<file path="config.mk">
export PLATFORM = sky130hd
export DESIGN_NAME = hid_boot_keyboard_report_decoder
export DESIGN_NICKNAME = d
export VERILOG_FILES = /design/src/rtl/hbkrd_pkg.sv /design/src/rtl/hbkrd_lane.sv /design/src/rtl/hbkrd_merge.sv /design/src/rtl/hid_boot_keyboard_report_decoder.sv
export SDC_FILE = /design/constraint.sdc
export NUM_CORES = 1
export LEC_CHECK = 0
export BUFFER_PORTS_ARGS = -buffer_cell sky130_fd_sc_hd__buf_4
export CAP_MARGIN = 30
export CORE_MARGIN = 1
export CORE_UTILIZATION = 45
export DETAILED_ROUTE_END_ITERATION = 10
export GPL_TIMING_DRIVEN = 1
export MAX_ROUTING_LAYER = met4
export SKIP_CTS_REPAIR_TIMING = 1
export SLEW_MARGIN = 5
export SYNTH_ARGS = -nofsm -noshare
export SYNTH_HDL_FRONTEND = slang
export SYNTH_SLANG_ARGS = --single-unit
</file>
<file path="constraint.sdc">
create_clock -name clk -period 12.56 [get_ports clk]
set_input_delay 2.512 -clock clk [delete_from_list [all_inputs] [get_ports clk]]
set_output_delay 2.512 -clock clk [all_outputs]
set_load 0.05 [all_outputs]
</file>
<file path="src/rtl/hbkrd_pkg.sv">
// Shared types, constants and the keycode-to-ASCII map for the HID boot
// keyboard report decoder.
// No dependencies.
package hbkrd_pkg;

	localparam int KEY_SLOTS      = 6;
	localparam int BOOT_KEY_BYTES = 6;
	localparam int RAW_BYTES      = 9;

	localparam logic [7:0] SHIFT_MASK  = 8'h22;
	localparam logic [6:0] MIN_LEN     = 7'd8;
	localparam logic [6:0] REPORT_ID_LEN = 7'd9;
	localparam logic       ACT_CONNECT = 1'b1;

	typedef logic [7:0] byte_t;

	// Per-slot result handed from a lane to the merge stage
	typedef struct packed {
		logic  is_new;
		byte_t ascii;
	} lane_res_t;

	localparam byte_t SHIFTED_DIGITS [10] = '{
		8'h21, 8'h40, 8'h23, 8'h24, 8'h25, 8'h5E, 8'h26, 8'h2A, 8'h28, 8'h29
	};

	// US-QWERTY map; unmapped keys give 0
	function automatic byte_t key_to_ascii(input byte_t kc, input logic sh);
		byte_t      r;
		logic [3:0] d;
		r = 8'h00;
		d = 4'(kc - 8'h1E);
		if (kc >= 8'h04 && kc <= 8'h1D) begin
			r = (sh ? 8'h41 : 8'h61) + (kc - 8'h04);
		end else if (kc >= 8'h1E && kc <= 8'h27) begin
			if (sh) begin
				r = SHIFTED_DIGITS[d];
			end else if (kc == 8'h27) begin
				r = 8'h30;
			end else begin
				r = 8'h31 + 8'(d);
			end
		end else begin
			unique case (kc)
				8'h28: r = 8'h0A;
				8'h2A: r = 8'h08;
				8'h2B: r = 8'h09;
				8'h2C: r = 8'h20;
				8'h2D: r = sh ? 8'h5F : 8'h2D;
				8'h2E: r = sh ? 8'h2B : 8'h3D;
				8'h2F: r = sh ? 8'h7B : 8'h5B;
				8'h30: r = sh ? 8'h7D : 8'h5D;
				8'h31: r = sh ? 8'h7C : 8'h5C;
				8'h33: r = sh ? 8'h3A : 8'h3B;
				8'h34: r = sh ? 8'h22 : 8'h27;
				8'h36: r = sh ? 8'h3C : 8'h2C;
				8'h37: r = sh ? 8'h3E : 8'h2E;
				8'h38: r = sh ? 8'h3F : 8'h2F;
				default: r = 8'h00;
			endcase
		end
		return r;
	endfunction

endpackage

</file>
<file path="src/rtl/hbkrd_lane.sv">
// One key-slot lane: checks the slot's keycode against the stored keys and
// maps it to ASCII.
// Depends on hbkrd_pkg.
module hbkrd_lane (
	input  hbkrd_pkg::byte_t     key,
	input  hbkrd_pkg::byte_t     prev [hbkrd_pkg::KEY_SLOTS],
	input  logic                 shift,
	output hbkrd_pkg::lane_res_t res
);
	import hbkrd_pkg::*;

	logic seen;

	// key was already held in the previous report
	always_comb begin
		seen = 1'b0;
		for (int j = 0; j < KEY_SLOTS; j++) begin
			seen = seen | (prev[j] == key);
		end
	end

	assign res.is_new = (key != 8'h00) && !seen;
	assign res.ascii  = key_to_ascii(key, shift);

endmodule

</file>
<file path="src/rtl/hbkrd_merge.sv">
// Merge stage: latches the lane results of one report and emits the new
// keys in slot order, one word per cycle while out_ready is high, through an output register.
// Depends on hbkrd_pkg.
module hbkrd_merge (
	input  logic                 clk,
	input  logic                 arst_n,
	input  logic                 load,
	input  hbkrd_pkg::byte_t     keys     [hbkrd_pkg::KEY_SLOTS],
	input  hbkrd_pkg::lane_res_t lane_res [hbkrd_pkg::KEY_SLOTS],
	input  hbkrd_pkg::byte_t     mods,
	output logic                 busy,
	output logic                 out_valid,
	input  logic                 out_ready,
	output hbkrd_pkg::byte_t     ascii_code,
	output hbkrd_pkg::byte_t     key_code,
	output hbkrd_pkg::byte_t     modifier_bits,
	output logic                 last_of_report
);
	import hbkrd_pkg::*;

	logic [KEY_SLOTS-1:0] pend_q;
	byte_t                key_q   [KEY_SLOTS];
	byte_t                ascii_q [KEY_SLOTS];
	byte_t                mods_q;

	logic [KEY_SLOTS-1:0] sel;
	logic [KEY_SLOTS-1:0] rest;
	logic                 found;
	logic                 emit;
	byte_t                key_pick;
	byte_t                ascii_pick;

	logic                 out_valid_q;
	byte_t                ascii_q_out;
	byte_t                key_q_out;
	byte_t                mods_q_out;
	logic                 last_q;

	// lowest pending slot goes next
	always_comb begin
		sel        = '0;
		found      = 1'b0;
		key_pick   = 8'h00;
		ascii_pick = 8'h00;
		for (int i = 0; i < KEY_SLOTS; i++) begin
			if (pend_q[i] && !found) begin
				sel[i] = 1'b1;
				found  = 1'b1;
			end
		end
		for (int i = 0; i < KEY_SLOTS; i++) begin
			if (sel[i]) begin
				key_pick   = key_pick | key_q[i];
				ascii_pick = ascii_pick | ascii_q[i];
			end
		end
	end

	assign rest = pend_q & ~sel;
	assign emit = (|pend_q) && (!out_valid_q || out_ready);

	// pending mask
	always_ff @(posedge clk or negedge arst_n) begin
		if (!arst_n) begin
			pend_q <= '0;
		end else if (load) begin
			for (int i = 0; i < KEY_SLOTS; i++) begin
				pend_q[i] <= lane_res[i].is_new;
			end
		end else if (emit) begin
			pend_q <= rest;
		end
	end

	// per-slot payload
	always_ff @(posedge clk) begin
		if (load) begin
			for (int i = 0; i < KEY_SLOTS; i++) begin
				key_q[i]   <= keys[i];
				ascii_q[i] <= lane_res[i].ascii;
			end
			mods_q <= mods;
		end
	end

	// output register
	always_ff @(posedge clk or negedge arst_n) begin
		if (!arst_n) begin
			out_valid_q <= 1'b0;
		end else if (emit) begin
			out_valid_q <= 1'b1;
		end else if (out_ready) begin
			out_valid_q <= 1'b0;
		end
	end

	always_ff @(posedge clk) begin
		if (emit) begin
			ascii_q_out <= ascii_pick;
			key_q_out   <= key_pick;
			mods_q_out  <= mods_q;
			last_q      <= (rest == '0);
		end
	end

	assign busy           = |pend_q;
	assign out_valid      = out_valid_q;
	assign ascii_code     = ascii_q_out;
	assign key_code       = key_q_out;
	assign modifier_bits  = mods_q_out;
	assign last_of_report = last_q;

`ifndef SYNTHESIS
	a_load_when_empty: assert property (@(posedge clk) disable iff (!arst_n)
		load |-> (pend_q == '0))
		else $error("report loaded while keys still pending");
	a_sel_onehot: assert property (@(posedge clk) disable iff (!arst_n)
		$onehot0(sel))
		else $error("more than one slot selected");
	a_last_drains: assert property (@(posedge clk) disable iff (!arst_n)
		(emit && (rest == '0)) |=> (pend_q == '0) && last_of_report)
		else $error("last word emitted with keys left pending");
	a_emit_fills: assert property (@(posedge clk) disable iff (!arst_n)
		emit |=> out_valid)
		else $error("emitted word not shown on output");
`endif

endmodule

</file>
<file path="src/rtl/hid_boot_keyboard_report_decoder.sv">
// HID boot keyboard report decoder, top level.
// Depends on hbkrd_pkg, hbkrd_lane, hbkrd_merge.
//
// Takes one boot-keyboard report (or a connect event) per input word and
// emits one output word per newly pressed key, in slot order, with the
// last one flagged. An accepted report is registered, compared in six
// parallel lanes against the stored keys in the next cycle, and its new
// keys then leave through the output register at one per cycle while
// out_ready is high. Connect events and reports shorter than 8 bytes are
// not compared and do not hold off the next input word.
// The next input word is taken once the last key of the previous report
// has moved into the output register.
module hid_boot_keyboard_report_decoder (
	input  logic             clk,
	input  logic             arst_n,
	input  logic             in_valid,
	output logic             in_ready,
	input  logic             action,
	input  logic [6:0]       report_length,
	input  hbkrd_pkg::byte_t byte_0,
	input  hbkrd_pkg::byte_t byte_1,
	input  hbkrd_pkg::byte_t byte_2,
	input  hbkrd_pkg::byte_t byte_3,
	input  hbkrd_pkg::byte_t byte_4,
	input  hbkrd_pkg::byte_t byte_5,
	input  hbkrd_pkg::byte_t byte_6,
	input  hbkrd_pkg::byte_t byte_7,
	input  hbkrd_pkg::byte_t byte_8,
	output logic             out_valid,
	input  logic             out_ready,
	output hbkrd_pkg::byte_t ascii_code,
	output hbkrd_pkg::byte_t key_code,
	output hbkrd_pkg::byte_t modifier_bits,
	output logic             last_of_report
);
	import hbkrd_pkg::*;

	byte_t     raw [RAW_BYTES];
	byte_t     cur [KEY_SLOTS];
	byte_t     mods_w;
	logic      skip_id;
	logic      accept;
	logic      busy;

	logic      valid_s1;
	byte_t     key_s1 [KEY_SLOTS];
	byte_t     mods_s1;
	byte_t     prev_q [KEY_SLOTS];
	lane_res_t lane_res [KEY_SLOTS];

	assign raw[0] = byte_0;
	assign raw[1] = byte_1;
	assign raw[2] = byte_2;
	assign raw[3] = byte_3;
	assign raw[4] = byte_4;
	assign raw[5] = byte_5;
	assign raw[6] = byte_6;
	assign raw[7] = byte_7;
	assign raw[8] = byte_8;

	// report-ID prefix shifts everything by one byte
	assign skip_id = (report_length == REPORT_ID_LEN);
	assign mods_w  = skip_id ? raw[1] : raw[0];

	always_comb begin
		for (int i = 0; i < KEY_SLOTS; i++) begin
			if (i < BOOT_KEY_BYTES) begin
				cur[i] = skip_id ? raw[i + 3] : raw[i + 2];
			end else begin
				cur[i] = 8'h00;
			end
		end
	end

	assign in_ready = !valid_s1 && !busy;
	assign accept   = in_valid && in_ready;

	// stage 1 valid
	always_ff @(posedge clk or negedge arst_n) begin
		if (!arst_n) begin
			valid_s1 <= 1'b0;
		end else begin
			valid_s1 <= accept && (action != ACT_CONNECT) && (report_length >= MIN_LEN);
		end
	end

	always_ff @(posedge clk) begin
		if (accept) begin
			key_s1  <= cur;
			mods_s1 <= mods_w;
		end
	end

	// stored keys: cleared on connect, replaced when a report is compared
	always_ff @(posedge clk or negedge arst_n) begin
		if (!arst_n) begin
			for (int i = 0; i < KEY_SLOTS; i++) begin
				prev_q[i] <= 8'h00;
			end
		end else if (accept && (action == ACT_CONNECT)) begin
			for (int i = 0; i < KEY_SLOTS; i++) begin
				prev_q[i] <= 8'h00;
			end
		end else if (valid_s1) begin
			prev_q <= key_s1;
		end
	end

	// one lane per key slot
	for (genvar g = 0; g < KEY_SLOTS; g++) begin : g_lane
		hbkrd_lane u_lane (
			.key   (key_s1[g]),
			.prev  (prev_q),
			.shift ((mods_s1 & SHIFT_MASK) != 8'h00),
			.res   (lane_res[g])
		);
	end

	hbkrd_merge u_merge (
		.clk            (clk),
		.arst_n         (arst_n),
		.load           (valid_s1),
		.keys           (key_s1),
		.lane_res       (lane_res),
		.mods           (mods_s1),
		.busy           (busy),
		.out_valid      (out_valid),
		.out_ready      (out_ready),
		.ascii_code     (ascii_code),
		.key_code       (key_code),
		.modifier_bits  (modifier_bits),
		.last_of_report (last_of_report)
	);

endmodule

</file>
Word level (Yosys, flattened, before mapping)
Memories as Yosys holds them, arrays and structs flattened. Index checks and enable logic that the tools add are counted.

Add/sub/neg operators: 24. Magnitude comparators: 31. Equality and inequality tests: 127. Mux-type cells: 90. Bitwise logic cells: 49. Reduce and logical (&&, ||, !) cells: 56.

Operators with widths (count): 8-bit by 6-bit == test with 1-bit output, second input constant (90); 8-bit case mux with 14 select lines (5); 8-bit two-way mux (55); 8-bit == test (36); 7-bit case mux with 14 select lines (1); 48-bit two-way mux (2); 8-bit bitwise OR (10); 8-bit nonzero test (7); 8-bit by 3-bit >= comparator with 1-bit output, second input constant (6); 8-bit by 5-bit >= comparator with 1-bit output, second input constant (6); 8-bit by 5-bit less-or-equal comparator with 1-bit output, second input constant (6); 8-bit by 6-bit less-or-equal comparator with 1-bit output, second input constant (6); 8-bit by 3-bit subtractor with 8-bit output, second input constant (6); 6-bit by 4-bit adder with 7-bit output, first input constant (6); 8-bit adder (5); 6-bit two-way mux (6); 5-bit >= comparator, second input constant (6); 4-bit inverter with 5-bit output (6); 1-bit bitwise OR (30); 1-bit logical AND (29); 4-bit subtractor, second input constant (6); 5-bit two-way mux (4); 1-bit two-way mux (15); 1-bit zero test (14); 12 further kinds (14).

Bits in registers: 145. Memory bits (writable): 96. Memory bits (read-only): 768. Bits of input ports: 84. Output and inout port bits: 27. Logic and storage cells: 406. Memories: 8.

Memories: (name not given) (words 16, width 8, read ports 1, clocked after Yosys merged registers in 0, wr ports 0, RTL line hbkrd_pkg.sv:37) `r = SHIFTED_DIGITS[d];`; (name not given) (words 16, width 8, read ports 1, clocked after Yosys merged registers in 0, wr ports 0, RTL line hbkrd_pkg.sv:37); (name not given) (words 16, width 8, read ports 1, clocked after Yosys merged registers in 0, wr ports 0, RTL line hbkrd_pkg.sv:37); (name not given) (words 16, width 8, read ports 1, clocked after Yosys merged registers in 0, wr ports 0, RTL line hbkrd_pkg.sv:37); (name not given) (words 16, width 8, read ports 1, clocked after Yosys merged registers in 0, wr ports 0, RTL line hbkrd_pkg.sv:37); (name not given) (words 16, width 8, read ports 1, clocked after Yosys merged registers in 0, wr ports 0, RTL line hbkrd_pkg.sv:37); 2 more memories.

Longest topological paths before layout
Depth in word-level cells: 20. Gate-level depth with buffers: 12. Gate-level depth less buffers: 10.

Hierarchy
A second synthesis with hierarchy kept.

Cell total of the unflattened synthesis: 1981. Area total of the unflattened synthesis: 19641.3 µm².

By module, submodules not included: hbkrd_lane (instances 6, cells an instance 233, area each 1667.8 µm², sequential area each 0.0 µm²); hbkrd_merge (instances 1, cells an instance 300, area each 5109.9 µm², sequential area each 4048.9 µm²); hid_boot_keyboard_report_decoder (instances 1, cells an instance 283, area each 4524.3 µm², sequential area each 2907.8 µm²).

Worst setup path before layout
No wires, ideal clock.

Path type: reg-to-output. Start: reg valid_s1. End: out in_ready. Arrival time: 3.043 ns. Required time: 10.048 ns. Path slack: 7.005 ns. Cell stages (with the launch flop): 3. Path buffers: 1. Path through: dfrtp_1 -> clkbuf_1 -> nor4_2.

Longest elaborated chain between the ends: 2.

RTL lines: from (decl) (RTL line hid_boot_keyboard_report_decoder.sv:45) `logic valid_s1;`; from (signal assigned) (RTL line hid_boot_keyboard_report_decoder.sv:83) `valid_s1 <= accept && (action != ACT_CONNECT) && (report_length >= MIN_LEN);`; 1-bit zero test (RTL line hid_boot_keyboard_report_decoder.sv:75) `assign in_ready = !valid_s1 && !busy;`; 1-bit logical AND (RTL line hid_boot_keyboard_report_decoder.sv:75); to (decl) (RTL line hid_boot_keyboard_report_decoder.sv:17) `output logic in_ready,`.

No other way between the ends.

Worst setup path after layout
Start: reg u_merge.pend_q[1]. End: out in_ready.

Longest elaborated chain between the ends: 3.

RTL lines: from (decl) (RTL line hbkrd_merge.sv:21) `logic [KEY_SLOTS-1:0] pend_q;`; from (signal, indexed assignment) (RTL line hbkrd_merge.sv:68) `pend_q[i] <= lane_res[i].is_new;`; from (signal assigned) (RTL line hbkrd_merge.sv:71) `pend_q <= rest;`; 6-bit OR reduction (RTL line hbkrd_merge.sv:106) `assign busy = |pend_q;`; 1-bit zero test (RTL line hid_boot_keyboard_report_decoder.sv:75); 1-bit logical AND (RTL line hid_boot_keyboard_report_decoder.sv:75).

No other way between the ends.

==> results.toml <==
[synth]
yosys.area.top_type = "edfxtp_1"
synth_common_cells = "edfxtp_1 (185), xor2_1 (162), xnor2_1 (152)"
synth_top_area_share = 0.286
ys_seq_area_frac = 0.359
yosysWarnings = 0
ys.flop_type = "edfxtp_1"
ys_ff_latch = 241
yosysMostFrequentCell = "edfxtp_1"
avgSynthCellArea_um2 = 9.77
synth_area_leaders = "edfxtp_1 (29%), ha_1 (8.1%), xor2_1 (7.3%), dfrtp_1 (7.2%), xnor2_1 (6.9%)"
syn_inst = 1984
syn_area_um2 = 19400
ys_types = 98
synth_enable_flop_cells = 185
syn_nets = 2194
synth-async-reset-ratio = 0.232

[timing]
finalClockSkew_ps = 11.0
max_freq_ghz = 0.196
min_period_ps = 5100
worst_slew_pin_slew_ps = 1030
setup_viol = 0
slew_violations = 0
finalCritPeriodShare = 0.406
maxSlewHeadroom = 0.311
hold_slack_ps = 417
tns_ps = 0
rsz0062_at_grt = "no"
hold_viol = 0
setup_ws_ps = 7460

[layout]
seqCellArea_um2 = 6960
insertedDiodeCount = 0
multiInputGateArea_um2 = 11400
n_fill_cell = 3810
area_growth_pct = 10.2
drive_gt1_frac = 0.146
fin_util = 0.506
fin_nets = 2181

[floorplan]
placementRows = 75
core_area_um2 = 42200
dieHeight_um = 210
die_w_um = 210
dieArea_um2 = 43900
io_pins = 111
start_util = 0.459

[drt]
wire_per_inst_um = 24.6
postRouteAntennaNets = 0
vias_per_cell = 6.29
drt_iter0_markers = 1697
postRouteWirelength_mm = 62.3
route.vias.total = 15900
drc = 0
first_pass_iters = 7

[critical_path]
path_cells = "or2_1 > nor4_2 > buf_4"
slowest_delay_ps = 640
cp_max_fo = 20
cp-start-kind = "flop"
path_class = "flop to primary output"
required_ps = 10050
cp.arrival_ps = 2590
critPathSlowestCell = "dfrtp_1"
reg2reg_slack_ps = 8880
crit_path_end_kind = "primary output"

[cts]
cts_root_buffer = "clkbuf_16"
htree_levels = 1
cts.sinks = 241
numCtsBuffers = 27
path_clk_slew_ps = 60
cts_buffer_depth = 3
worstSkewPairLatency_ps = 570
cts_tree = "built"

[global_route]
antenna_found_initial = 0
grt-ovfl-total = 0
track_usage = 0.288
grt_pass1_vias = 15100
grt_max_degree = 59
grt_pass1_wl_mm = 93.7

[power]
leakagePower_nw = 8.06
ir_drop_v = 0.000169
cellPowerDensity_nw_per_um2 = 238

[placement]
dpl.hpwl_mm = 42.8
dp_worst_setup_slack_ps = 7900
place.port_buffers = 110
gp_congestion = 0.940

[run_status]
outcome = "complete, no violations"

[hold_path]
hold_path.class = "flop to flop"

[flow_run]
maxCapViolations = 0
[state kept, by name (all words and copies together), names as in the netlist]
signal and flops:
key_s1 48, mods_s1 8, prev_q 48, u_merge.ascii_code 8
u_merge.ascii_q 48, u_merge.key_code 8, u_merge.key_q 48, u_merge.last_of_report 1
u_merge.modifier_bits 8, u_merge.mods_q 8, u_merge.out_valid 1, u_merge.pend_q 6
valid_s1 1
[worst max-delay path: cells and delay by family (launching register included)]
kind                   cells  cell delay (ps)
buffers and inverters      1              320
flip-flops                 1              640
AND/OR/NAND/NOR            2             1060
[placed cells by master (no fill, tap or decap), types with 20 or more instances in the layout]
master,count
xor2_1,162
nor3_1,28
nand3_1,33
nor4_1,38
xnor2_1,152
a21oi_1,81
nand4_1,48
o21ai_0,75
dfrtp_1,55
clkbuf_16,28
nor2_1,115
inv_1,65
buf_4,143
a31oi_1,22
o211ai_1,50
mux2_2,58
a22oi_1,28
edfxtp_1,185
ha_1,126
nand2_1,101
mux2i_1,59
o221ai_1,20
[cell families (layout without fill, tap and decap cells)]
| kind of cell | Yosys count | after routing | synth area share |
|---|---|---|---|
| compound gates | 459 | 459 | 0.172 |
| xor+xnor | 314 | 314 | 0.142 |
| fa+ha+maj | 127 | 127 | 0.0818 |
| buf+inv | 254 | 262 | 0.0549 |
| flops | 241 | 241 | 0.359 |
| mux | 117 | 117 | 0.0641 |
| simple gates | 472 | 472 | 0.127 |
[power by group]
part           total (mW)  leakage, nW  internal [mW]  switching (mW)
combinational        2.53         5.14           1.00            1.53
sequential           1.70         2.44           1.19           0.511
clock               0.858        0.481          0.518           0.341
total                5.09         8.06           2.71            2.38
[per-layer routing]
metal / share of wire / track usage
met5: 0 / -
met2: 0.45 / 0.438
met3: 0.086 / 0.0452
met4: 0.038 / 0.112
met1: 0.43 / 0.387
[stage by stage]
| step | area (um^2) | instances | power (mW) |
|---|---|---|---|
| final | 21400 | 2531 | 5.09 |
| after global routing | 21400 | 2531 | 5.38 |
| after CTS | 21300 | 2530 | 5.06 |
| after detailed placement | 20400 | 2480 | 4.18 |
| after global placement | 20300 | 2478 | 4.14 |
| after floorplan | 19400 | 1984 | 3.43 |
[layout make-up]
type                            instances  share of cell area
Inverter                               67              0.0118
Tap cell                              539              0.0316
Sequential cell                       241               0.326
Clock buffer                           39              0.0380
Multi-Input combinational cell       1489               0.533
Clock inverter                         11             0.00802
Timing Repair Buffer                  145              0.0521
[path summary, 6_finish.rpt]
kind / start / to / cells after the start
worst min register to register: u_merge.mods_q[2] / u_merge.modifier_bits[2] / 0
worst min-delay path: u_merge.mods_q[2] / u_merge.modifier_bits[2] / 0
max in group asynchronous: arst_n / valid_s1 / 1
worst max register to register: mods_s1[5] / u_merge.ascii_q[5][6] / 10
min in group asynchronous: arst_n / prev_q[26] / 1
worst max-delay path: u_merge.pend_q[1] / in_ready / 3
Note: power is estimated with default switching activity, not from simulation.
